File: config.mk
export PLATFORM = sky130hd
export DESIGN_NAME = tdl_div
export DESIGN_NICKNAME = d
export VERILOG_FILES = /design/src/tdl_pkg.sv /design/src/tdl_div.sv
export SDC_FILE = /design/constraint.sdc
export NUM_CORES = 2
export LEC_CHECK = 0
export BUFFER_PORTS_ARGS = -buffer_cell sky130_fd_sc_hd__buf_2
export CAP_MARGIN = 20
export CORE_AREA = 2 2 351 353
export DETAILED_ROUTE_END_ITERATION = 10
export DIE_AREA = 0 0 353 355
export SETUP_SLACK_MARGIN = 0.02
export SLEW_MARGIN = 25
export SYNTH_ARGS = -nofsm -noshare
export SYNTH_HDL_FRONTEND = slang
export SYNTH_SLANG_ARGS = --single-unit
export TNS_END_PERCENT = 1
File: constraint.sdc
create_clock -name clk -period 4.1 [get_ports clk]
set_input_delay 0.82 -clock clk [delete_from_list [all_inputs] [get_ports clk]]
set_output_delay 0.82 -clock clk [all_outputs]
set_load 0.005 [all_outputs]
File: src/tdl_pkg.sv
// shared types, constants and helpers for the time-of-day pixel lighting block
// no dependencies; every other file except tdl_checker uses this package
package tdl_pkg;

  localparam int ROW_BITS   = 12;
  localparam int FRAC_BITS  = 8;
  localparam int HOUR_W     = 13;
  localparam int CH_W       = 8;
  localparam int BR_W       = 9;
  localparam int Q8_ONE     = 256;
  localparam int T_ONE      = 1 << FRAC_BITS;
  localparam int MIX_W      = CH_W + FRAC_BITS + 1;
  localparam int NUM_W      = CH_W + ROW_BITS;
  localparam int DIV_STAGES = CH_W;
  localparam int CMD_W      = 2;
  localparam int EXTRA_W    = 9;
  localparam int CFG_IDX_W  = 1;
  localparam int CFG_DATA_W = HOUR_W;

  // command codes
  localparam logic [CMD_W-1:0] CMD_SCALE  = 2'd0;
  localparam logic [CMD_W-1:0] CMD_TINT   = 2'd1;
  localparam logic [CMD_W-1:0] CMD_SKY    = 2'd2;
  localparam logic [CMD_W-1:0] CMD_UNUSED = 2'd3;

  // register indexes
  localparam logic [CFG_IDX_W-1:0] CFG_HOUR = 1'b0;
  localparam logic [CFG_IDX_W-1:0] CFG_ROWS = 1'b1;

  localparam logic [ROW_BITS-1:0] ROWS_RESET = ROW_BITS'(480);

  typedef logic [CH_W-1:0] ch_t;

  typedef struct packed {
    ch_t r;
    ch_t g;
    ch_t b;
  } rgb_t;

  // lighting state derived from the registers
  typedef struct packed {
    rgb_t                top;
    rgb_t                bot;
    logic [BR_W-1:0]     amb;
    logic                lit;
    logic [ROW_BITS-1:0] hgt;
  } light_t;

  // one divider pipeline stage
  typedef struct packed {
    logic                sky;
    logic                lit;
    rgb_t                res;
    logic [ROW_BITS-1:0] d;
    logic [NUM_W-1:0]    nr;
    logic [NUM_W-1:0]    ng;
    logic [NUM_W-1:0]    nb;
    ch_t                 qr;
    ch_t                 qg;
    ch_t                 qb;
  } div_t;

  // linear blend of two channels by weight t
  function automatic ch_t mix_ch(ch_t a, ch_t b, logic [FRAC_BITS-1:0] t);
    logic [MIX_W-1:0] s;
    s = MIX_W'(a) * (MIX_W'(T_ONE) - MIX_W'(t)) + MIX_W'(b) * MIX_W'(t);
    return s[FRAC_BITS +: CH_W];
  endfunction

endpackage

File: src/tdl_div.sv
// restoring divider pipeline, one quotient bit per stage for each channel
// depends on tdl_pkg
module tdl_div (
  input  logic            clk,
  input  logic            rst_n,
  input  logic            en,
  input  logic            in_v,
  input  tdl_pkg::div_t   in_d,
  output logic            out_v,
  output tdl_pkg::div_t   out_d
);
  import tdl_pkg::*;

  logic v_r  [DIV_STAGES];
  div_t st_r [DIV_STAGES];

  for (genvar i = 0; i < DIV_STAGES; i++) begin : g_stage
    localparam int K = DIV_STAGES - 1 - i;
    div_t             src;
    logic             src_v;
    div_t             st_nxt;
    logic [NUM_W-1:0] dsh;

    if (i == 0) begin : g_first
      assign src   = in_d;
      assign src_v = in_v;
    end else begin : g_next
      assign src   = st_r[i-1];
      assign src_v = v_r[i-1];
    end

    // compare and subtract the shifted divisor for this quotient bit
    always_comb begin
      dsh    = NUM_W'(src.d) << K;
      st_nxt = src;
      if (src.nr >= dsh) begin
        st_nxt.nr    = src.nr - dsh;
        st_nxt.qr[K] = 1'b1;
      end
      if (src.ng >= dsh) begin
        st_nxt.ng    = src.ng - dsh;
        st_nxt.qg[K] = 1'b1;
      end
      if (src.nb >= dsh) begin
        st_nxt.nb    = src.nb - dsh;
        st_nxt.qb[K] = 1'b1;
      end
    end

    always_ff @(posedge clk) begin
      if (!rst_n) begin
        v_r[i] <= 1'b0;
      end else if (en) begin
        v_r[i] <= src_v;
      end
    end

    always_ff @(posedge clk) begin
      if (en) begin
        st_r[i] <= st_nxt;
      end
    end
  end

  assign out_v = v_r[DIV_STAGES-1];
  assign out_d = st_r[DIV_STAGES-1];

endmodule

==> run_results.csv <==
group,metric,value,unit
placement,io_buffers,248,
yosys,seq_area_frac_synth,0.610,
worst_setup_path,crit_arrival,4.07,ns
yosys,syn-instance-count,3750,
cts,cts_tree,"done",
worst_setup_path,crit_path_max_fanout,14,
yosys,yosysWarnings,0,
worst_setup_path,cp.depth,10,
yosys,ys_seq_elements,984,
cts,cts_made_buffers,105,
finish,layout_common_cells,"983 x edfxtp_1, 288 x ha_1, 276 x a21oi_1",
yosys,synth_edf_count,983,
placement,place_congestion,0.924,
power,power.density,628,nW/µm²
drt,first_iter_violations,1864,
drt,drc_errors,0,
worst_setup_path,required,4.56,ns
worst_setup_path,slowest_delay,0.59,ns
worst_setup_path,crit_slowest_cell,"o21ai_2",
finish,final_nets,4565,
yosys,ys_top_cells_by_area,"edfxtp_1 61%, ha_1 7.4%, xnor2_1 2.9%",
sta,tightestPinTransition,0.774,ns
worst_setup_path,path_buf_inv,0,
sta,fmax,277,MHz
finish,fillCellCount,11100,
cts,postCtsHoldBufs,0,
finish,multiInputGateArea,17900,µm²
sta,setup_viol,0,
sta,rsz0062_at_grt,"no",
cts,cts.sink_count,984,
power,power_leakage,20.9,nW
die,die_y,355,µm
flow_run,cap_violations,0,
sta,slew_violations,0,
cts,cts_resized,0,
yosys,synth_top_area_cell,"edfxtp_1",
worst_setup_path,reg2regPathDepth,10,
die,start_util,0.399,
finish,drive_above_1_share,0.146,
worst_setup_path,crit_chain,"ha_1 -> fa_1 -> nor2b_1 -> o21ai_0 -> a21boi_0 -> nor3_1 -> o31ai_1 -> a31oi_1 -> o21ai_2 -> mux2_2",
hold_path,hold_class,"input port to flip-flop",
sta,finalHoldViolCount,0,
die,die_w,353,µm
power,peakVddDrop,0.398,mV
worst_setup_path,cp_top_family,"compound AO/OA/AOI/OAI gates",
sta,min_period_over_period,0.881,
global_route,grt_max_degree,111,
placement,hpwl,77800,µm
sta,setup-tns-final,0,ns
sta,skew,0.0384,ns
cts,post_cts_buffers,0,
cts,clkTransAtPathRegs,0.06,ns
die,io_pins,249,
sta,layout_min_cycle_time,3.61,ns
yosys,netlist_area,48400,µm²
yosys,syn_nets,4188,
drt,wl,102000,µm
hold_path,min_path_cells,1,
yosys,yosysUniqueCellTypes,86,
worst_setup_path,crit_type,"flip-flop to flip-flop",
die,coreArea,121000,µm²
yosys,syn_area_per_cell,12.9,µm²
cts,htree_levels,3,
drt,routed_via_density,5.02,
cts,cts_root_buffer,"clkbuf_16",
cts,worstSkewPairLatency,0.71,ns
yosys,async_flop_share,0,
yosys,synthFlopType,"edfxtp_1",
cts,clockBufferDepth,3,
drt,first_pass_iters,5,
finish,final_util,0.458,
yosys,synth.top_cell.area_share,0.610,
worst_setup_path,crit_path_end_kind,"flip-flop",
global_route,antenna_found_initial,0,
drt,vias,29300,
drt,detail-route-antenna-nets,0,
finish,final_common_cell,"edfxtp_1",
drt,wl_per_cell,17.5,µm
global_route,grt_use_total,0.162,
run_status,outcome,"complete, no violations",
sta,relSlewSlack,0.480,
global_route,grt_pass1_vias,28600,
global_route,grt_overflow,0,
finish,seqCellArea,29500,µm²
finish,syn2layout_area_growth,14.9,%
global_route,grt_pass1_wl,160000,µm
worst_setup_path,worstSetupStartpointType,"flip-flop",
die,dieArea,125000,µm²
die,fp-row-count,128,
cell usage after synthesis (all sizes together) (12+ instances only):
library cell and instances:
xor2 124, nor3 72, clkbuf 32, o21bai 24, mux2i 14, nor2 238, or2 27, o31ai 24
inv 206, o21a 49, mux2 102, nand4 45, a21o 73, nor2b 67, nor4b 12, fa 24
a21boi 14, and3 17, or4 13, edfxtp 983, xnor2 162, a21oi 276, buf 19, or3 33
nand2b 64, nand3 44, a211oi 21, ha 288, nand2 218, o21ai 248, nor4 45, a31oi 19
nand3b 14
layer usage:
layer,routed length (µm),vias to the layer above,track usage
li1,-,14900,-
met1,45500,13600,0.210
met2,48700,647,0.272
met3,4120,201,0.0264
met4,4050,0,0.0635
met5,0,-,0
per-stage QoR:
stage / cells / total power [mW] / cell area, µm² / setup slack [ns] / hold WS (ns)
after floorplan: 3750 / 22.8 / 48400 / 0.811 / 0.400
after global placement: 5645 / 25.7 / 52200 / 0.362 / 0.400
after detailed placement: 5645 / 25.7 / 52200 / 0.354 / 0.405
after CTS: 5835 / 35.3 / 55600 / 0.466 / 0.192
after global routing: 5835 / 37.3 / 55600 / 0.201 / 0.205
final: 5837 / 34.9 / 55600 / 0.486 / 0.269
worst register-to-register path: stages (launching register included):
cell	delay, ns
edfxtp_1	0.51
ha_1	0.26
fa_1	0.40
nor2b_1	0.12
o21ai_0	0.10
a21boi_0	0.40
nor3_1	0.09
o31ai_1	0.35
a31oi_1	0.10
o21ai_2	0.59
mux2_2	0.42
cell families (layout without fill, tap and decap cells):
group,count (synthesis),after routing,synth area share
muxes,116,116,0.0267
adders and majority gates,312,312,0.0843
other,0,2,0
DFF,984,984,0.610
buffers and inverters,257,717,0.0207
and+or+nand+nor,950,950,0.0998
AOI/OAI and AO/OA,845,845,0.107
xor gates and xnor gates,286,286,0.0517
layout make-up:
| type | instances | area share |
|---|---|---|
| clock inverter | 61 | 0.0126 |
| tap | 1625 | 0.0366 |
| antenna | 2 | 0.0000900 |
| sequential | 984 | 0.531 |
| multi-input combinational | 2509 | 0.322 |
| clock buffer | 129 | 0.0489 |
| inverter | 206 | 0.0139 |
| timing repair buffer | 321 | 0.0351 |
flip-flops by register name, indices dropped and copies added (netlist names):
register  flops
v_r           8
st_r        976
final timing paths:
kind / startpoint / endpoint / slack, ns
min reg2reg: st_r[0][122]$_DFFE_PP_ / st_r[0][244]$_DFFE_PP_ / 0.41
min: in_d[118] / st_r[0][118]$_DFFE_PP_ / 0.27
max: st_r[0][84]$_DFFE_PP_ / st_r[0][175]$_DFFE_PP_ / 0.49
max reg2reg: st_r[0][84]$_DFFE_PP_ / st_r[0][175]$_DFFE_PP_ / 0.49
report_power, final:
part / switching (mW) / internal, mW
sequential: 1.23 / 13.8
clock: 3.94 / 5.38
combinational: 5.71 / 4.84
total: 10.9 / 24.1
Power figures use the tool's default switching activity.
