**src/tdl_pkg.sv**
```systemverilog
// shared types, constants and helpers for the time-of-day pixel lighting block
// no dependencies; every other file except tdl_checker uses this package
package tdl_pkg;

  localparam int ROW_BITS   = 12;
  localparam int FRAC_BITS  = 8;
  localparam int HOUR_W     = 13;
  localparam int CH_W       = 8;
  localparam int BR_W       = 9;
  localparam int Q8_ONE     = 256;
  localparam int T_ONE      = 1 << FRAC_BITS;
  localparam int MIX_W      = CH_W + FRAC_BITS + 1;
  localparam int NUM_W      = CH_W + ROW_BITS;
  localparam int DIV_STAGES = CH_W;
  localparam int CMD_W      = 2;
  localparam int EXTRA_W    = 9;
  localparam int CFG_IDX_W  = 1;
  localparam int CFG_DATA_W = HOUR_W;

  // command codes
  localparam logic [CMD_W-1:0] CMD_SCALE  = 2'd0;
  localparam logic [CMD_W-1:0] CMD_TINT   = 2'd1;
  localparam logic [CMD_W-1:0] CMD_SKY    = 2'd2;
  localparam logic [CMD_W-1:0] CMD_UNUSED = 2'd3;

  // register indexes
  localparam logic [CFG_IDX_W-1:0] CFG_HOUR = 1'b0;
  localparam logic [CFG_IDX_W-1:0] CFG_ROWS = 1'b1;

  localparam logic [ROW_BITS-1:0] ROWS_RESET = ROW_BITS'(480);

  typedef logic [CH_W-1:0] ch_t;

  typedef struct packed {
    ch_t r;
    ch_t g;
    ch_t b;
  } rgb_t;

  // lighting state derived from the registers
  typedef struct packed {
    rgb_t                top;
    rgb_t                bot;
    logic [BR_W-1:0]     amb;
    logic                lit;
    logic [ROW_BITS-1:0] hgt;
  } light_t;

  // one divider pipeline stage
  typedef struct packed {
    logic                sky;
    logic                lit;
    rgb_t                res;
    logic [ROW_BITS-1:0] d;
    logic [NUM_W-1:0]    nr;
    logic [NUM_W-1:0]    ng;
    logic [NUM_W-1:0]    nb;
    ch_t                 qr;
    ch_t                 qg;
    ch_t                 qb;
  } div_t;

  // linear blend of two channels by weight t
  function automatic ch_t mix_ch(ch_t a, ch_t b, logic [FRAC_BITS-1:0] t);
    logic [MIX_W-1:0] s;
    s = MIX_W'(a) * (MIX_W'(T_ONE) - MIX_W'(t)) + MIX_W'(b) * MIX_W'(t);
    return s[FRAC_BITS +: CH_W];
  endfunction

endpackage

```
**src/tdl_front.sv**
```systemverilog
// front pipeline: input register, tint and clamp stage, multiply stage
// depends on tdl_pkg
module tdl_front (
  input  logic                           clk,
  input  logic                           rst_n,
  input  logic                           en,
  input  logic                           in_v,
  input  logic [tdl_pkg::CMD_W-1:0]      in_cmd,
  input  logic [23:0]                    in_rgb,
  input  logic [tdl_pkg::EXTRA_W-1:0]    in_extra,
  input  logic [tdl_pkg::ROW_BITS-1:0]   in_row,
  input  tdl_pkg::light_t                light,
  output logic                           out_v,
  output tdl_pkg::div_t                  out_d
);
  import tdl_pkg::*;

  logic                  s1_v_r;
  logic [CMD_W-1:0]      s1_cmd_r;
  rgb_t                  s1_rgb_r;
  logic [EXTRA_W-1:0]    s1_extra_r;
  logic [ROW_BITS-1:0]   s1_row_r;

  logic                  s2_v_r;
  logic [CMD_W-1:0]      s2_cmd_r;
  rgb_t                  s2_rgb_r;
  logic [BR_W-1:0]       s2_br_r;
  logic [ROW_BITS-1:0]   s2_y_r;
  logic [ROW_BITS-1:0]   s2_hm_r;

  logic                  s3_v_r;
  div_t                  s3_r;

  rgb_t                  rgb_nxt;
  logic [BR_W-1:0]       br_nxt;
  logic [ROW_BITS-1:0]   y_nxt;
  logic [BR_W:0]         br_sum;
  logic [15:0]           red_t;
  logic [16:0]           blue_t;
  div_t                  d_nxt;
  logic [16:0]           sc_r;
  logic [16:0]           sc_g;
  logic [16:0]           sc_b;

  // stage 1: input register
  always_ff @(posedge clk) begin
    if (!rst_n) begin
      s1_v_r <= 1'b0;
    end else if (en) begin
      s1_v_r <= in_v;
    end
  end

  always_ff @(posedge clk) begin
    if (en) begin
      s1_cmd_r   <= in_cmd;
      s1_rgb_r   <= in_rgb;
      s1_extra_r <= in_extra;
      s1_row_r   <= in_row;
    end
  end

  // night tint, brightness clamp and row clamp
  always_comb begin
    red_t   = 16'(s1_rgb_r.r) * 16'd179;
    blue_t  = 17'(s1_rgb_r.b) * 17'd282;
    rgb_nxt = s1_rgb_r;
    if (s1_cmd_r == CMD_TINT && light.lit) begin
      rgb_nxt.r = red_t[15:8];
      rgb_nxt.b = blue_t[16] ? 8'd255 : blue_t[15:8];
    end
    br_sum = (BR_W+1)'(light.amb) + (BR_W+1)'(s1_extra_r);
    if (s1_cmd_r == CMD_TINT) begin
      br_nxt = light.amb;
    end else begin
      br_nxt = (br_sum > (BR_W+1)'(Q8_ONE)) ? BR_W'(Q8_ONE) : br_sum[BR_W-1:0];
    end
    y_nxt = (s1_row_r > light.hgt) ? light.hgt : s1_row_r;
  end

  always_ff @(posedge clk) begin
    if (!rst_n) begin
      s2_v_r <= 1'b0;
    end else if (en) begin
      s2_v_r <= s1_v_r;
    end
  end

  always_ff @(posedge clk) begin
    if (en) begin
      s2_cmd_r <= s1_cmd_r;
      s2_rgb_r <= rgb_nxt;
      s2_br_r  <= br_nxt;
      s2_y_r   <= y_nxt;
      s2_hm_r  <= light.hgt - y_nxt;
    end
  end

  // brightness products and sky gradient numerators
  always_comb begin
    sc_r        = 17'(s2_rgb_r.r) * 17'(s2_br_r);
    sc_g        = 17'(s2_rgb_r.g) * 17'(s2_br_r);
    sc_b        = 17'(s2_rgb_r.b) * 17'(s2_br_r);
    d_nxt       = '0;
    d_nxt.lit   = light.lit;
    d_nxt.d     = light.hgt;
    d_nxt.sky   = (s2_cmd_r == CMD_SKY);
    d_nxt.nr    = NUM_W'(light.top.r) * NUM_W'(s2_hm_r) + NUM_W'(light.bot.r) * NUM_W'(s2_y_r);
    d_nxt.ng    = NUM_W'(light.top.g) * NUM_W'(s2_hm_r) + NUM_W'(light.bot.g) * NUM_W'(s2_y_r);
    d_nxt.nb    = NUM_W'(light.top.b) * NUM_W'(s2_hm_r) + NUM_W'(light.bot.b) * NUM_W'(s2_y_r);
    if (s2_cmd_r == CMD_SCALE || s2_cmd_r == CMD_TINT) begin
      d_nxt.res = '{sc_r[15:8], sc_g[15:8], sc_b[15:8]};
    end
  end

  always_ff @(posedge clk) begin
    if (!rst_n) begin
      s3_v_r <= 1'b0;
    end else if (en) begin
      s3_v_r <= s2_v_r;
    end
  end

  always_ff @(posedge clk) begin
    if (en) begin
      s3_r <= d_nxt;
    end
  end

  assign out_v = s3_v_r;
  assign out_d = s3_r;

endmodule

```
**config.mk**
```make
export PLATFORM = sky130hd
export DESIGN_NAME = tdl_front
export DESIGN_NICKNAME = d
export VERILOG_FILES = /design/src/tdl_pkg.sv /design/src/tdl_front.sv
export SDC_FILE = /design/constraint.sdc
export NUM_CORES = 2
export LEC_CHECK = 0
export BUFFER_PORTS_ARGS = -buffer_cell sky130_fd_sc_hd__buf_2
export CORE_MARGIN = 4
export CORE_UTILIZATION = 45
export CTS_BUF_LIST = sky130_fd_sc_hd__clkbuf_4
export CTS_CLUSTER_DIAMETER = 120
export DETAILED_ROUTE_END_ITERATION = 10
export HOLD_SLACK_MARGIN = 0.08
export PLACE_DENSITY_LB_ADDON = 0.12
export SLEW_MARGIN = 20
export SYNTH_ARGS = -nofsm -noshare
export SYNTH_HDL_FRONTEND = slang
export SYNTH_SLANG_ARGS = --single-unit
```
**constraint.sdc**
```tcl
create_clock -name clk -period 13.6 [get_ports clk]
set_input_delay 2.72 -clock clk [delete_from_list [all_inputs] [get_ports clk]]
set_output_delay 2.72 -clock clk [all_outputs]
set_load 0.005 [all_outputs]
```
==> flow_summary.ini <==
[cells_and_area]
fin_nets = 4871
drive_gt1_share_pct = 9.62
syn_to_final_growth_pct = 7.99

[setup_path]
cp_max_fo = 12
cp_slowest_cell = fa_1
setup.worst_path.start = light[55]
reg2reg_depth = 16
rr_endpoint = out_d[41]$_DFFE_PP_
worstPathArrival_ps = 8110
reg2reg_slack_ps = 7110
crit_type = input port to register
crit_chain = buf_2 -> nand2_1 -> fa_1 -> fa_1 -> inv_1 -> fa_1 -> fa_1 -> fa_1 -> inv_1 -> fa_1 -> inv_1 -> ha_1 -> a21o_1 -> a21o_1 -> a221oi_1 -> o21ai_0 -> a221o_1 -> a21oi_1 -> xnor2_1
cp_data_required_time_ps = 14130
cpPeakStageDelay_ps = 540
start_kind = input port
worstReg2RegStart = s2_hm_r[5]$_DFFE_PP_
end_kind = register
cpMostUsedCell = fa_1

[logic_synthesis]
syn_avg_cell_area_um2 = 9.75
ys.flop_type = edfxtp_1
synth_area_leaders = fa_1, edfxtp_1, ha_1
synth-seq-cells = 207
ys_seq_area_share_pct = 17.8
synth_common_cells = inv_1, fa_1, nand2_1, ha_1, and2_1
yosys_warnings = 0
yosysMostFrequentCell = inv_1
yosys.area.top_type = fa_1
synth-edff-count = 204
yosys.area.top_type_share_pct = 34.3
syn_area_um2 = 34800
synth-async-reset-ratio_pct = 0
synth_cell_types = 63
synthCells = 3571

[floorplanning]
start_util_pct = 45.6
die_height_um = 286
core_area_um2 = 76300
io_pins = 244
die_area_um2 = 81900
rows = 101
die_w_um = 286

[routing]
antenna_left = 0
routedWlPerCell_um = 16.5
wl_um = 79500
drtPass1Iterations = 5
drt_iter0_drc = 939
drcViolationCount = 0
vias_per_cell = 4.92
vias = 23738

[min_path]
hold_depth = 0
hold_start = rgb_nxt[11]$_DFFE_PP_
min_to = s2_rgb_r[11]$_DFFE_PP_
hold_class = register to register

[sta]
slew_viol_final = 0
period_share_pct = 55.8
period_needed_ps = 7590
max_freq_mhz = 132
relSlewSlack_pct = 26.4
grt_setup_unrepaired = false
tightest_slew_ps = 1100
finalClockSkew_ps = 75.7
hold_violations = 0
fin_tns_setup_ps = 0
setup_viol = 0

[clocking]
holdBufCountCts = 0
tritoncts = built
cts-root-buf = clkbuf_4
cts.sinks = 207
path_clk_slew_ps = 70
numCtsBuffers = 60
ctsResizeCount = 0
cts_buffer_depth = 3
htree_levels = 2
cts_setup_buffers = 0
insertion_delay_ps = 840

[placement]
portBuffers = 219
routabilityCongestion = 0.797
dp_hpwl_um = 63300

[global_routing]
grt_max_degree = 97
track_usage_pct = 20.2
grt_antenna_before_repair = 7
grt_pass1_wl_um = 133000
grt-ovfl-total = 0
grt_pass1_vias = 25277

[run_status]
status = finished clean

[job]
drv_cap = 0
==> registers in the layout, indices dropped and copies added (netlist names) <==
signal and cells:
out_d 98, s2_cmd_r 2, s1_extra_r 9, out_v 1, s1_cmd_r 2, s2_rgb_r 24, s1_rgb_r 16, s1_v_r 1
s2_br_r 9, s2_y_r 12, s2_v_r 1, rgb_nxt 8, s2_hm_r 12, s1_row_r 12
==> worst max-delay path by stage <==
stage	end	slack (ps)	cells after the start
finish	out_d[63]$_DFFE_PP_	6010	19
global route	out_d[63]$_DFFE_PP_	5790	19
CTS	out_d[63]$_DFFE_PP_	6100	19
detailed placement	out_d[63]$_DFFE_PP_	5180	19
global placement	out_d[63]$_DFFE_PP_	5240	20
floorplan	out_d[63]$_DFFE_PP_	5540	19
==> critical path: cells and delay by family <==
family	cells	cell delay, ps
AO/OA/AOI/OAI	6	1440
XOR/XNOR	1	80
AND/OR/NAND/NOR	1	120
buffers and inverters	4	380
adder cells (fa/ha/maj)	7	3380
==> cell families after synthesis <==
| group | count (synthesis) | share of synthesized area [%] |
|---|---|---|
| mux | 25 | 0.758 |
| compound gates | 262 | 4.87 |
| fa+ha+maj | 1003 | 48.9 |
| other cells | 1 | 0.0108 |
| xor+xnor | 106 | 2.67 |
| flops | 207 | 17.8 |
| simple gates | 1017 | 14.5 |
| buf+inv | 950 | 10.5 |
==> layout by cell type, fill, tap and decap left out, drive strengths merged, types with 4 or more instances in the layout <==
master and instances:
clkbuf 90, diode 5, clkinv 16, o31ai 7, nor2b 15, mux2i 14
mux2 11, nand2 455, o21a 11, buf 248, a21oi 63, xnor2 73
nand3 16, xor2 33, a21o 38, o211ai 7, conb 24, inv 795
nand4 10, or2 5, fa 597, edfxtp 204, nor3 20, o21ai 62
a21boi 6, or4 6, nor2 59, and2 396, ha 406, o21bai 10
a31oi 12, and3 9, nand3b 4, a211oi 11, nand2b 10
==> layer usage <==
layer	share of wire [%]	GRT usage (%)	vias up	routed length (um)
met2	44	31.3	484	34700
met3	5.9	4.01	100	4680
met5	0.060	0	-	48
met1	48	29.6	11843	38500
li1	-	-	11305	-
met4	2.0	4.21	6	1590
==> through the flow <==
step	cells	instance area [um^2]	util (%)	worst slack, ps	hold WS [ps]
after floorplan	3594	34900	-	5540	400
after global placement	4715	36900	48.3	5240	402
after detailed placement	4715	36900	48.3	5180	408
after CTS	4823	37600	49.3	6100	415
after global routing	4824	37600	49.3	5790	418
final	4828	37600	49.3	6010	411
==> area by class of cell <==
| type | count | area [um^2] |
|---|---|---|
| fillers | 7359 | 38700 |
| multi-input cells | 2437 | 25100 |
| flip-flops and latches | 207 | 6190 |
| inverters | 793 | 2980 |
| repair buffers | 248 | 1320 |
| well taps | 1030 | 1290 |
| clock buffers | 90 | 676 |
| clock inverters | 18 | 80.1 |
| diodes | 5 | 12.5 |
Power is left out: the tool's default activity adds up to more than one toggle a clock period on the data nets, which glitch-free logic cannot reach.
