`src/tdl_pkg.sv`:
```
// shared types, constants and helpers for the time-of-day pixel lighting block
// no dependencies; every other file except tdl_checker uses this package
package tdl_pkg;

  localparam int ROW_BITS   = 12;
  localparam int FRAC_BITS  = 8;
  localparam int HOUR_W     = 13;
  localparam int CH_W       = 8;
  localparam int BR_W       = 9;
  localparam int Q8_ONE     = 256;
  localparam int T_ONE      = 1 << FRAC_BITS;
  localparam int MIX_W      = CH_W + FRAC_BITS + 1;
  localparam int NUM_W      = CH_W + ROW_BITS;
  localparam int DIV_STAGES = CH_W;
  localparam int CMD_W      = 2;
  localparam int EXTRA_W    = 9;
  localparam int CFG_IDX_W  = 1;
  localparam int CFG_DATA_W = HOUR_W;

  // command codes
  localparam logic [CMD_W-1:0] CMD_SCALE  = 2'd0;
  localparam logic [CMD_W-1:0] CMD_TINT   = 2'd1;
  localparam logic [CMD_W-1:0] CMD_SKY    = 2'd2;
  localparam logic [CMD_W-1:0] CMD_UNUSED = 2'd3;

  // register indexes
  localparam logic [CFG_IDX_W-1:0] CFG_HOUR = 1'b0;
  localparam logic [CFG_IDX_W-1:0] CFG_ROWS = 1'b1;

  localparam logic [ROW_BITS-1:0] ROWS_RESET = ROW_BITS'(480);

  typedef logic [CH_W-1:0] ch_t;

  typedef struct packed {
    ch_t r;
    ch_t g;
    ch_t b;
  } rgb_t;

  // lighting state derived from the registers
  typedef struct packed {
    rgb_t                top;
    rgb_t                bot;
    logic [BR_W-1:0]     amb;
    logic                lit;
    logic [ROW_BITS-1:0] hgt;
  } light_t;

  // one divider pipeline stage
  typedef struct packed {
    logic                sky;
    logic                lit;
    rgb_t                res;
    logic [ROW_BITS-1:0] d;
    logic [NUM_W-1:0]    nr;
    logic [NUM_W-1:0]    ng;
    logic [NUM_W-1:0]    nb;
    ch_t                 qr;
    ch_t                 qg;
    ch_t                 qb;
  } div_t;

  // linear blend of two channels by weight t
  function automatic ch_t mix_ch(ch_t a, ch_t b, logic [FRAC_BITS-1:0] t);
    logic [MIX_W-1:0] s;
    s = MIX_W'(a) * (MIX_W'(T_ONE) - MIX_W'(t)) + MIX_W'(b) * MIX_W'(t);
    return s[FRAC_BITS +: CH_W];
  endfunction

endpackage

```
`src/tdl_cfg.sv`:
```
// configuration registers and the lighting values derived from the hour
// depends on tdl_pkg
module tdl_cfg (
  input  logic                            clk,
  input  logic                            rst_n,
  input  logic                            cfg_we,
  input  logic [tdl_pkg::CFG_IDX_W-1:0]   cfg_index,
  input  logic [tdl_pkg::CFG_DATA_W-1:0]  cfg_wdata,
  output tdl_pkg::light_t                 light
);
  import tdl_pkg::*;

  localparam logic [HOUR_W-1:0] H5  = HOUR_W'(5 * 256);
  localparam logic [HOUR_W-1:0] H6  = HOUR_W'(6 * 256);
  localparam logic [HOUR_W-1:0] H7  = HOUR_W'(7 * 256);
  localparam logic [HOUR_W-1:0] H17 = HOUR_W'(17 * 256);
  localparam logic [HOUR_W-1:0] H18 = HOUR_W'(18 * 256);
  localparam logic [HOUR_W-1:0] H19 = HOUR_W'(19 * 256);

  logic [HOUR_W-1:0]        hour_r;
  logic [ROW_BITS-1:0]      rows_r;
  light_t                   light_r;
  light_t                   light_nxt;
  logic [HOUR_W-1:0]        d_rise;
  logic [HOUR_W-1:0]        d_set;
  logic [FRAC_BITS+8:0]     tw_rise;
  logic [FRAC_BITS+8:0]     tw_set;
  logic [FRAC_BITS-1:0]     t_rise;
  logic [FRAC_BITS-1:0]     t_set;
  logic [15:0]              amb_up;
  logic [15:0]              amb_dn;

  // register writes
  always_ff @(posedge clk) begin
    if (!rst_n) begin
      hour_r <= '0;
      rows_r <= ROWS_RESET;
    end else if (cfg_we) begin
      unique case (cfg_index)
        CFG_HOUR: hour_r <= cfg_wdata[HOUR_W-1:0];
        CFG_ROWS: rows_r <= cfg_wdata[ROW_BITS-1:0];
        default:  hour_r <= hour_r;
      endcase
    end
  end

  // blend weights over the two-hour sunrise and sunset windows
  always_comb begin
    d_rise  = hour_r - H5;
    d_set   = hour_r - H17;
    tw_rise = {d_rise[8:0], {FRAC_BITS{1'b0}}};
    tw_set  = {d_set[8:0], {FRAC_BITS{1'b0}}};
    t_rise  = tw_rise[FRAC_BITS+8:9];
    t_set   = tw_set[FRAC_BITS+8:9];
    amb_up  = 16'(d_rise[7:0] - 8'd0) * 16'd179;
    amb_dn  = 16'(d_set[7:0]) * 16'd154;
  end

  // sky colors, ambient and lamps from the hour
  always_comb begin
    light_nxt     = '0;
    light_nxt.hgt = (rows_r == '0) ? ROW_BITS'(1) : rows_r;
    light_nxt.lit = (hour_r < H6) || (hour_r >= H18);
    priority if (hour_r >= H5 && hour_r < H7) begin
      light_nxt.top = '{mix_ch(8'd255, 8'd135, t_rise), mix_ch(8'd140, 8'd206, t_rise),
                        mix_ch(8'd100, 8'd235, t_rise)};
      light_nxt.bot = '{mix_ch(8'd255, 8'd135, t_rise), mix_ch(8'd200, 8'd215, t_rise),
                        mix_ch(8'd150, 8'd255, t_rise)};
    end else if (hour_r >= H7 && hour_r < H17) begin
      light_nxt.top = '{8'd135, 8'd206, 8'd235};
      light_nxt.bot = '{8'd135, 8'd215, 8'd255};
    end else if (hour_r >= H17 && hour_r < H19) begin
      light_nxt.top = '{mix_ch(8'd135, 8'd25, t_set), mix_ch(8'd206, 8'd25, t_set),
                        mix_ch(8'd235, 8'd112, t_set)};
      light_nxt.bot = '{mix_ch(8'd135, 8'd255, t_set), mix_ch(8'd215, 8'd140, t_set),
                        mix_ch(8'd255, 8'd50, t_set)};
    end else begin
      light_nxt.top = '{8'd25, 8'd25, 8'd112};
      light_nxt.bot = '{8'd15, 8'd15, 8'd60};
    end
    priority if (hour_r >= H7 && hour_r < H17) begin
      light_nxt.amb = BR_W'(Q8_ONE);
    end else if (hour_r >= H6 && hour_r < H7) begin
      light_nxt.amb = BR_W'(77) + BR_W'(amb_up[15:8]);
    end else if (hour_r >= H17 && hour_r < H18) begin
      light_nxt.amb = BR_W'(Q8_ONE) - BR_W'(amb_dn[15:8]);
    end else begin
      light_nxt.amb = BR_W'(102);
    end
  end

  // derived values refreshed every cycle
  always_ff @(posedge clk) begin
    light_r <= light_nxt;
  end

  assign light = light_r;

endmodule

```
`config.mk`:
```
export PLATFORM = sky130hd
export DESIGN_NAME = tdl_cfg
export DESIGN_NICKNAME = d
export VERILOG_FILES = /design/src/tdl_pkg.sv /design/src/tdl_cfg.sv
export SDC_FILE = /design/constraint.sdc
export NUM_CORES = 1
export LEC_CHECK = 0
export ABC_AREA = 1
export BUFFER_PORTS_ARGS = -buffer_cell sky130_fd_sc_hd__buf_2
export CORE_MARGIN = 2
export CORE_UTILIZATION = 60
export DETAILED_ROUTE_END_ITERATION = 7
export HOLD_SLACK_MARGIN = 0.06
export PLACE_DENSITY = 0.76
export SLEW_MARGIN = 25
export SYNTH_ARGS = -nofsm -noshare
export SYNTH_HDL_FRONTEND = slang
export SYNTH_SLANG_ARGS = --single-unit
```
`constraint.sdc`:
```
create_clock -name clk -period 10.7 [get_ports clk]
set_input_delay 0 -clock clk [delete_from_list [all_inputs] [get_ports clk]]
set_output_delay 0 -clock clk [all_outputs]
set_load 0.02 [all_outputs]
```
==> results of run 1 <==
-- stage by stage --
step	cell area, um2	hold WS [ns]	worst slack (ns)	util (%)
6_report	28990	0.2068	2.406	64.29
5_1_grt	28990	0.2403	1.859	64.29
4_1_cts	28990	0.1787	2.487	64.29
3_5_place_dp	28480	0.2238	2.540	63.16
3_3_place_gp	28480	0.2315	2.587	63.16
2_1_floorplan	27250	0.1132	2.663	-
-- worst paths after layout --
| kind | startpoint | endpoint | slack (ns) |
|---|---|---|---|
| max | hour_r[7] | light[42] | 2.41 |
| min | cfg_we | rows_r[4] | 0.21 |
| max reg2reg | hour_r[7] | light[42] | 2.41 |
| min reg2reg | rows_r[5] | light[5] | 0.35 |
-- placed cells by master, fill, tap and decap left out, drive strengths merged, types with 3 or more instances in the layout --
master and count:
o21ai 145, nand3b 10, buf 110, dfxtp 95
a21boi 6, nand4 36, a21o 18, o21a 3
xor2 76, ha 530, o211ai 11, nor4 5
a21oi 228, a211oi 8, inv 923, clkbuf 9
nor2 177, fa 352, nor3 26, clkinv 4
a31oi 12, xnor2 54, nand2 570, nand3 175
dlygate4sd3 20, o21bai 29, or2 11
-- routing by layer --
layer | track usage [%] | vias to the layer above | part of all wire [%]
met1 | 52.70 | 11410 | 40
met3 | 8.078 | 223 | 8.7
li1 | - | 11300 | -
met5 | 0 | - | 0
met2 | 66.26 | 992 | 45
met4 | 19.47 | 0 | 5.6
-- flip-flops by register name, summed over array words and instances (netlist names) --
signal  count
hour_r     13
light      70
rows_r     12
-- worst min-delay path, delay by kind of cell --
kind	cells	cell delay, ns
and+or+nand+nor	1	0.34
AOI/OAI and AO/OA	1	0.12
buffers and inverters	1	0.10
-- cell type report --
cell class | count | area share [%]
sequential | 95 | 6.561
clock buffer | 9 | 0.7770
multi-input combinational | 2499 | 75.07
clock inverter | 7 | 0.2806
timing repair buffer | 130 | 2.797
inverter | 920 | 11.92
tap | 600 | 2.590
-- cells by family (layout without fill, tap and decap cells) --
family                   count (synthesis)  in the layout  synth area share, %
AO/OA/AOI/OAI                          474            474                9.701
XOR/XNOR                               130            130                4.178
AND/OR/NAND/NOR                       1013           1013                15.78
adder cells (fa/ha/maj)                882            882                50.19
buffers and inverters                  949           1066                13.18
flip-flops                              95             95                6.979
-- timing repair --
action,in CTS,in global routing
hold buffers,20,0
endpoints found under the setup margin,0,0
endpoints found under the hold margin,21,0
==> impl_metrics.py, run 1 <==
metrics = {
    "floorplan": {
        "row_count": 78,
        "start_util_pct": 60.44,
        "dieArea_um2": 47140,
        "num_io_pins": 87,
        "fp.dieH_um": 217.1,
        "core_um2": 45090,
        "die_x_um": 217.1,
    },
    "run": {
        "cap_violations": 0,
    },
    "sta": {
        "fin_skew_ns": 0.02621,
        "relSlewSlack_pct": 29.13,
        "timing.final.hold_violations": 0,
        "tns_ns": 0,
        "period_needed_ns": 8.294,
        "worst_pin_slew_ns": 1.062,
        "max_freq_mhz": 120.6,
        "setup_viol": 0,
        "finalCritPeriodShare_pct": 77.51,
        "grt_setup_unrepaired": "no",
        "slew_violations": 0,
    },
    "clock_tree": {
        "cts_tree": "done",
        "clk_pin_slew_ns": 0.09,
        "postCtsSetupBuffers": 0,
        "clockBufferDepth": 2,
        "h-tree-depth": 3,
        "numCtsBuffers": 9,
        "numClockSinks": 95,
        "root_buffer": "clkbuf_16",
        "insertion_delay_ns": 0.42,
        "ctsResizeCount": 0,
    },
    "worst_setup_path": {
        "crit_arrival_ns": 8.57,
        "cp_num_buf_inv": 8,
        "crit_path_max_fanout": 17,
        "cp_num_cells": 32,
        "cp.required_ns": 10.98,
        "cp_top_family": "adder cells",
        "end_kind": "flip-flop",
        "rr_worst_depth": 32,
        "worst-setup-path-type": "reg2reg",
        "cpPeakStageDelay_ns": 0.77,
        "cp_slowest_cell": "inv_1",
        "cp_common_cell": "inv_1",
        "critPathLaunchType": "flip-flop",
    },
    "drt": {
        "drt_iter0_drc": 2161,
        "drc": 0,
        "ant_nets": 0,
        "routedWlPerCell_um": 22.07,
        "routed_wirelength_um": 94030,
        "first_pass_iters": 6,
        "vias": 23920,
        "vias_per_cell": 5.615,
    },
    "layout": {
        "antenna_cells": 0,
        "syn_to_final_growth_pct": 6.359,
        "layout-drive-gt1-share_pct": 4.508,
        "fillers": 4163,
        "nets": 4554,
        "multiInputGateArea_um2": 21760,
        "regArea_um2": 1902,
        "fin_cells": 4260,
    },
    "worst_hold_path": {
        "min_path_cells": 3,
        "min_path_type": "in2reg",
    },
    "global_routing": {
        "grt-ovfl-total": 0,
        "grt_usage_pct": 40.94,
        "grt_pass1_vias": 23550,
        "grt_pass1_wl_um": 141300,
        "antenna_found_initial": 1,
        "grt_max_degree": 32,
    },
    "synth": {
        "ys_warn_count": 0,
        "synth_flop_cell": "dfxtp_1",
        "syn-num-nets": 4442,
        "yosysMostFrequentCell": "inv_1",
        "synthArstFlopShare_pct": 0,
        "synth_common_cells": "inv_1 (911), nand2_1 (563), ha_1 (530)",
        "synth-edff-count": 0,
        "synth.distinct_cells": 51,
        "synth_largest_area_cell": "fa_1",
        "netlist_area_um2": 27250,
        "synth-seq-cells": 95,
        "synth_top_area_share_pct": 25.86,
        "avgSynthCellArea_um2": 7.692,
        "yosys-top-cells-area": "fa_1 (26%), ha_1 (24%), inv_1 (13%)",
        "syn_inst": 3543,
        "yosysSeqAreaShare_pct": 6.979,
    },
    "outcome": {
        "status": "complete, no violations",
    },
    "place": {
        "hpwlAfterDp_um": 80900,
        "dp.cells": 4224,
        "place_congestion": 1.081,
        "io_buffers": 86,
    },
}
Power of run 1 is not shown: default switching activity piles up to over one toggle a cycle in this logic, so the estimate is an artifact.
==> run 2, diff against run 1 <==
--- a/config.mk
+++ b/config.mk
@@ -5,7 +5,7 @@
 export SDC_FILE = /design/constraint.sdc
 export NUM_CORES = 1
 export LEC_CHECK = 0
-export ABC_AREA = 1
+export ABC_AREA = 0
 export BUFFER_PORTS_ARGS = -buffer_cell sky130_fd_sc_hd__buf_2
 export CORE_MARGIN = 2
 export CORE_UTILIZATION = 60
==> constraint.sdc (replaced) <==
create_clock -name clk -period 8.08 [get_ports clk]
set_input_delay 0 -clock clk [delete_from_list [all_inputs] [get_ports clk]]
set_output_delay 0 -clock clk [all_outputs]
set_load 0.02 [all_outputs]
==> run 2 against run 1 <==
Compared with the run above:
- via count shrank 13%
- critical endpoint is now light[45]
- largest cell class unchanged
- core utilization grew 1.9 points
- clock-buffer cell count is the same
- maximum frequency grew 6.3%
- clock skew shrank 0.011 ns
==> impl_metrics.py, run 2 <==
metrics = {
    "synth": {
        "synth_largest_area_cell": "fa_1",
        "synth_flop_cell": "dfxtp_1",
        "synth-seq-cells": 95,
        "synth_common_cells": "inv_1 (683), ha_1 (530), fa_1 (352)",
        "ys_warn_count": 0,
        "synth_top_area_share_pct": 27.84,
        "synthArstFlopShare_pct": 0,
        "yosysMostFrequentCell": "inv_1",
        "avgSynthCellArea_um2": 8.977,
        "synth-edff-count": 0,
        "synth.distinct_cells": 85,
        "yosys-top-cells-area": "fa_1 (28%), ha_1 (26%), inv_1 (10%)",
        "yosysSeqAreaShare_pct": 7.512,
        "syn-num-nets": 3719,
        "netlist_area_um2": 25320,
        "syn_inst": 2820,
    },
    "sta": {
        "setup_viol": 0,
        "fin_skew_ns": 0.01551,
        "timing.final.hold_violations": 0,
        "finalCritPeriodShare_pct": 96.59,
        "worst_pin_slew_ns": 1.232,
        "slew_violations": 0,
        "period_needed_ns": 7.805,
        "tns_ns": 0,
        "relSlewSlack_pct": 17.60,
        "max_freq_mhz": 128.1,
    },
    "place": {
        "hpwlAfterDp_um": 75740,
        "dp.cells": 3498,
        "place_congestion": 1.075,
        "place_area_um2": 27020,
        "io_buffers": 86,
    },
    "worst_setup_path": {
        "critPathLaunchType": "flip-flop",
        "cp_slowest_cell": "fa_1",
        "crit_path_max_fanout": 12,
        "cpPeakStageDelay_ns": 0.52,
        "crit_arrival_ns": 8.08,
        "cp.required_ns": 8.35,
        "worst-setup-path-type": "reg2reg",
        "cp_common_cell": "inv_1",
        "end_kind": "flip-flop",
    },
    "clock_tree": {
        "cts_tree": "done",
        "root_buffer": "clkbuf_16",
        "clockBufferDepth": 2,
        "numClockSinks": 95,
        "insertion_delay_ns": 0.41,
        "h-tree-depth": 3,
        "numCtsBuffers": 9,
        "clk_pin_slew_ns": 0.10,
    },
    "global_routing": {
        "grt_pass1_vias": 21750,
        "antenna_found_initial": 4,
        "grt-ovfl-total": 0,
        "grt_usage_pct": 42.09,
        "grt_max_degree": 33,
        "grt_pass1_wl_um": 134000,
    },
    "floorplan": {
        "num_io_pins": 87,
        "dieArea_um2": 43850,
        "row_count": 75,
        "start_util_pct": 60.62,
        "die_x_um": 209.4,
        "fp.dieH_um": 209.4,
        "core_um2": 41760,
    },
    "drt": {
        "routedWlPerCell_um": 25.22,
        "drc": 0,
        "vias_per_cell": 5.886,
        "routed_wirelength_um": 89290,
        "ant_nets": 0,
        "drt_iter0_drc": 1841,
        "vias": 20840,
        "first_pass_iters": 5,
    },
    "outcome": {
        "status": "complete, no violations",
    },
    "layout": {
        "layout-drive-gt1-share_pct": 8.433,
        "fillers": 3526,
        "largest_reg_flops": 70,
        "fin_cells": 3540,
        "nets": 3894,
        "final_common_cell": "inv_1",
        "fin_util_pct": 66.14,
        "layout_common_cells": "inv_1 (680), ha_1 (525), fa_1 (351)",
        "syn_to_final_growth_pct": 9.094,
        "design_area_um2": 27620,
    },
    "run": {
        "cap_violations": 0,
    },
    "worst_hold_path": {
        "min_path_type": "in2reg",
    },
}
==> run 2: per-stage QoR <==
step | hold WS, ns | worst slack (ns)
3_3_place_gp | 0.2294 | 0.3578
3_5_place_dp | 0.2462 | 0.2776
5_1_grt | 0.1638 | -0.07732
4_1_cts | 0.07795 | 0.2584
6_report | 0.1049 | 0.2753
2_1_floorplan | 0.1240 | 0.002833
==> run 2: kinds of logic (layout without fill, tap and decap cells) <==
group	Yosys count	in the layout	share of synthesized area, %
fa+ha+maj	883	883	54.07
buf+inv	724	904	10.82
simple gates	460	460	8.506
compound gates	442	442	11.37
xor+xnor	211	211	7.512
flops	95	95	7.512
mux	5	5	0.2125
other cells	0	1	0
==> run 2: what timing repair did <==
item / CTS / global route
hold endpoints to repair: 24 / 0
hold buffers: 21 / 0
resized for setup: 0 / 9
setup endpoints to repair: 0 / 3
setup buffers: 0 / 4
==> run 2: area by class of cell <==
cell class	count	area (um2)	area share [%]
Clock buffer	9	225.2	0.8155
Clock inverter	7	86.33	0.3126
Antenna cell	1	2.502	0.009061
Sequential cell	95	1911	6.918
Inverter	685	2579	9.337
Tap cell	539	674.4	2.442
Timing Repair Buffer	203	1365	4.943
Multi-Input combinational cell	2001	20770	75.22
==> run 2: worst paths after layout <==
check | startpoint | to | slack, ns | cells past startpoint
worst max-delay path | hour_r[2] | light[45] | 0.28 | 34
worst min-delay path | cfg_index | hour_r[11] | 0.10 | 4
worst max register to register | hour_r[2] | light[45] | 0.28 | 34
worst min register to register | rows_r[5] | light[5] | 0.37 | 0
==> run 2: metal layers <==
layer	part of all wire [%]	global-route usage (%)	wire length (um)
met1	41	56.62	36460
met2	42	63.13	37290
met3	11	10.01	9734
met4	6.5	22.36	5767
met5	0.040	0	36
==> run 2: critical path, delay by kind of cell (launching register included) <==
family                     cells  cell delay, ns
buffers and inverters         11            1.08
xor gates and xnor gates       2            0.30
AOI/OAI and AO/OA              8            1.30
DFF                            1            0.37
and+or+nand+nor                2            0.26
adders and majority gates     11            4.35
Power of run 2 is left out for the same reason.
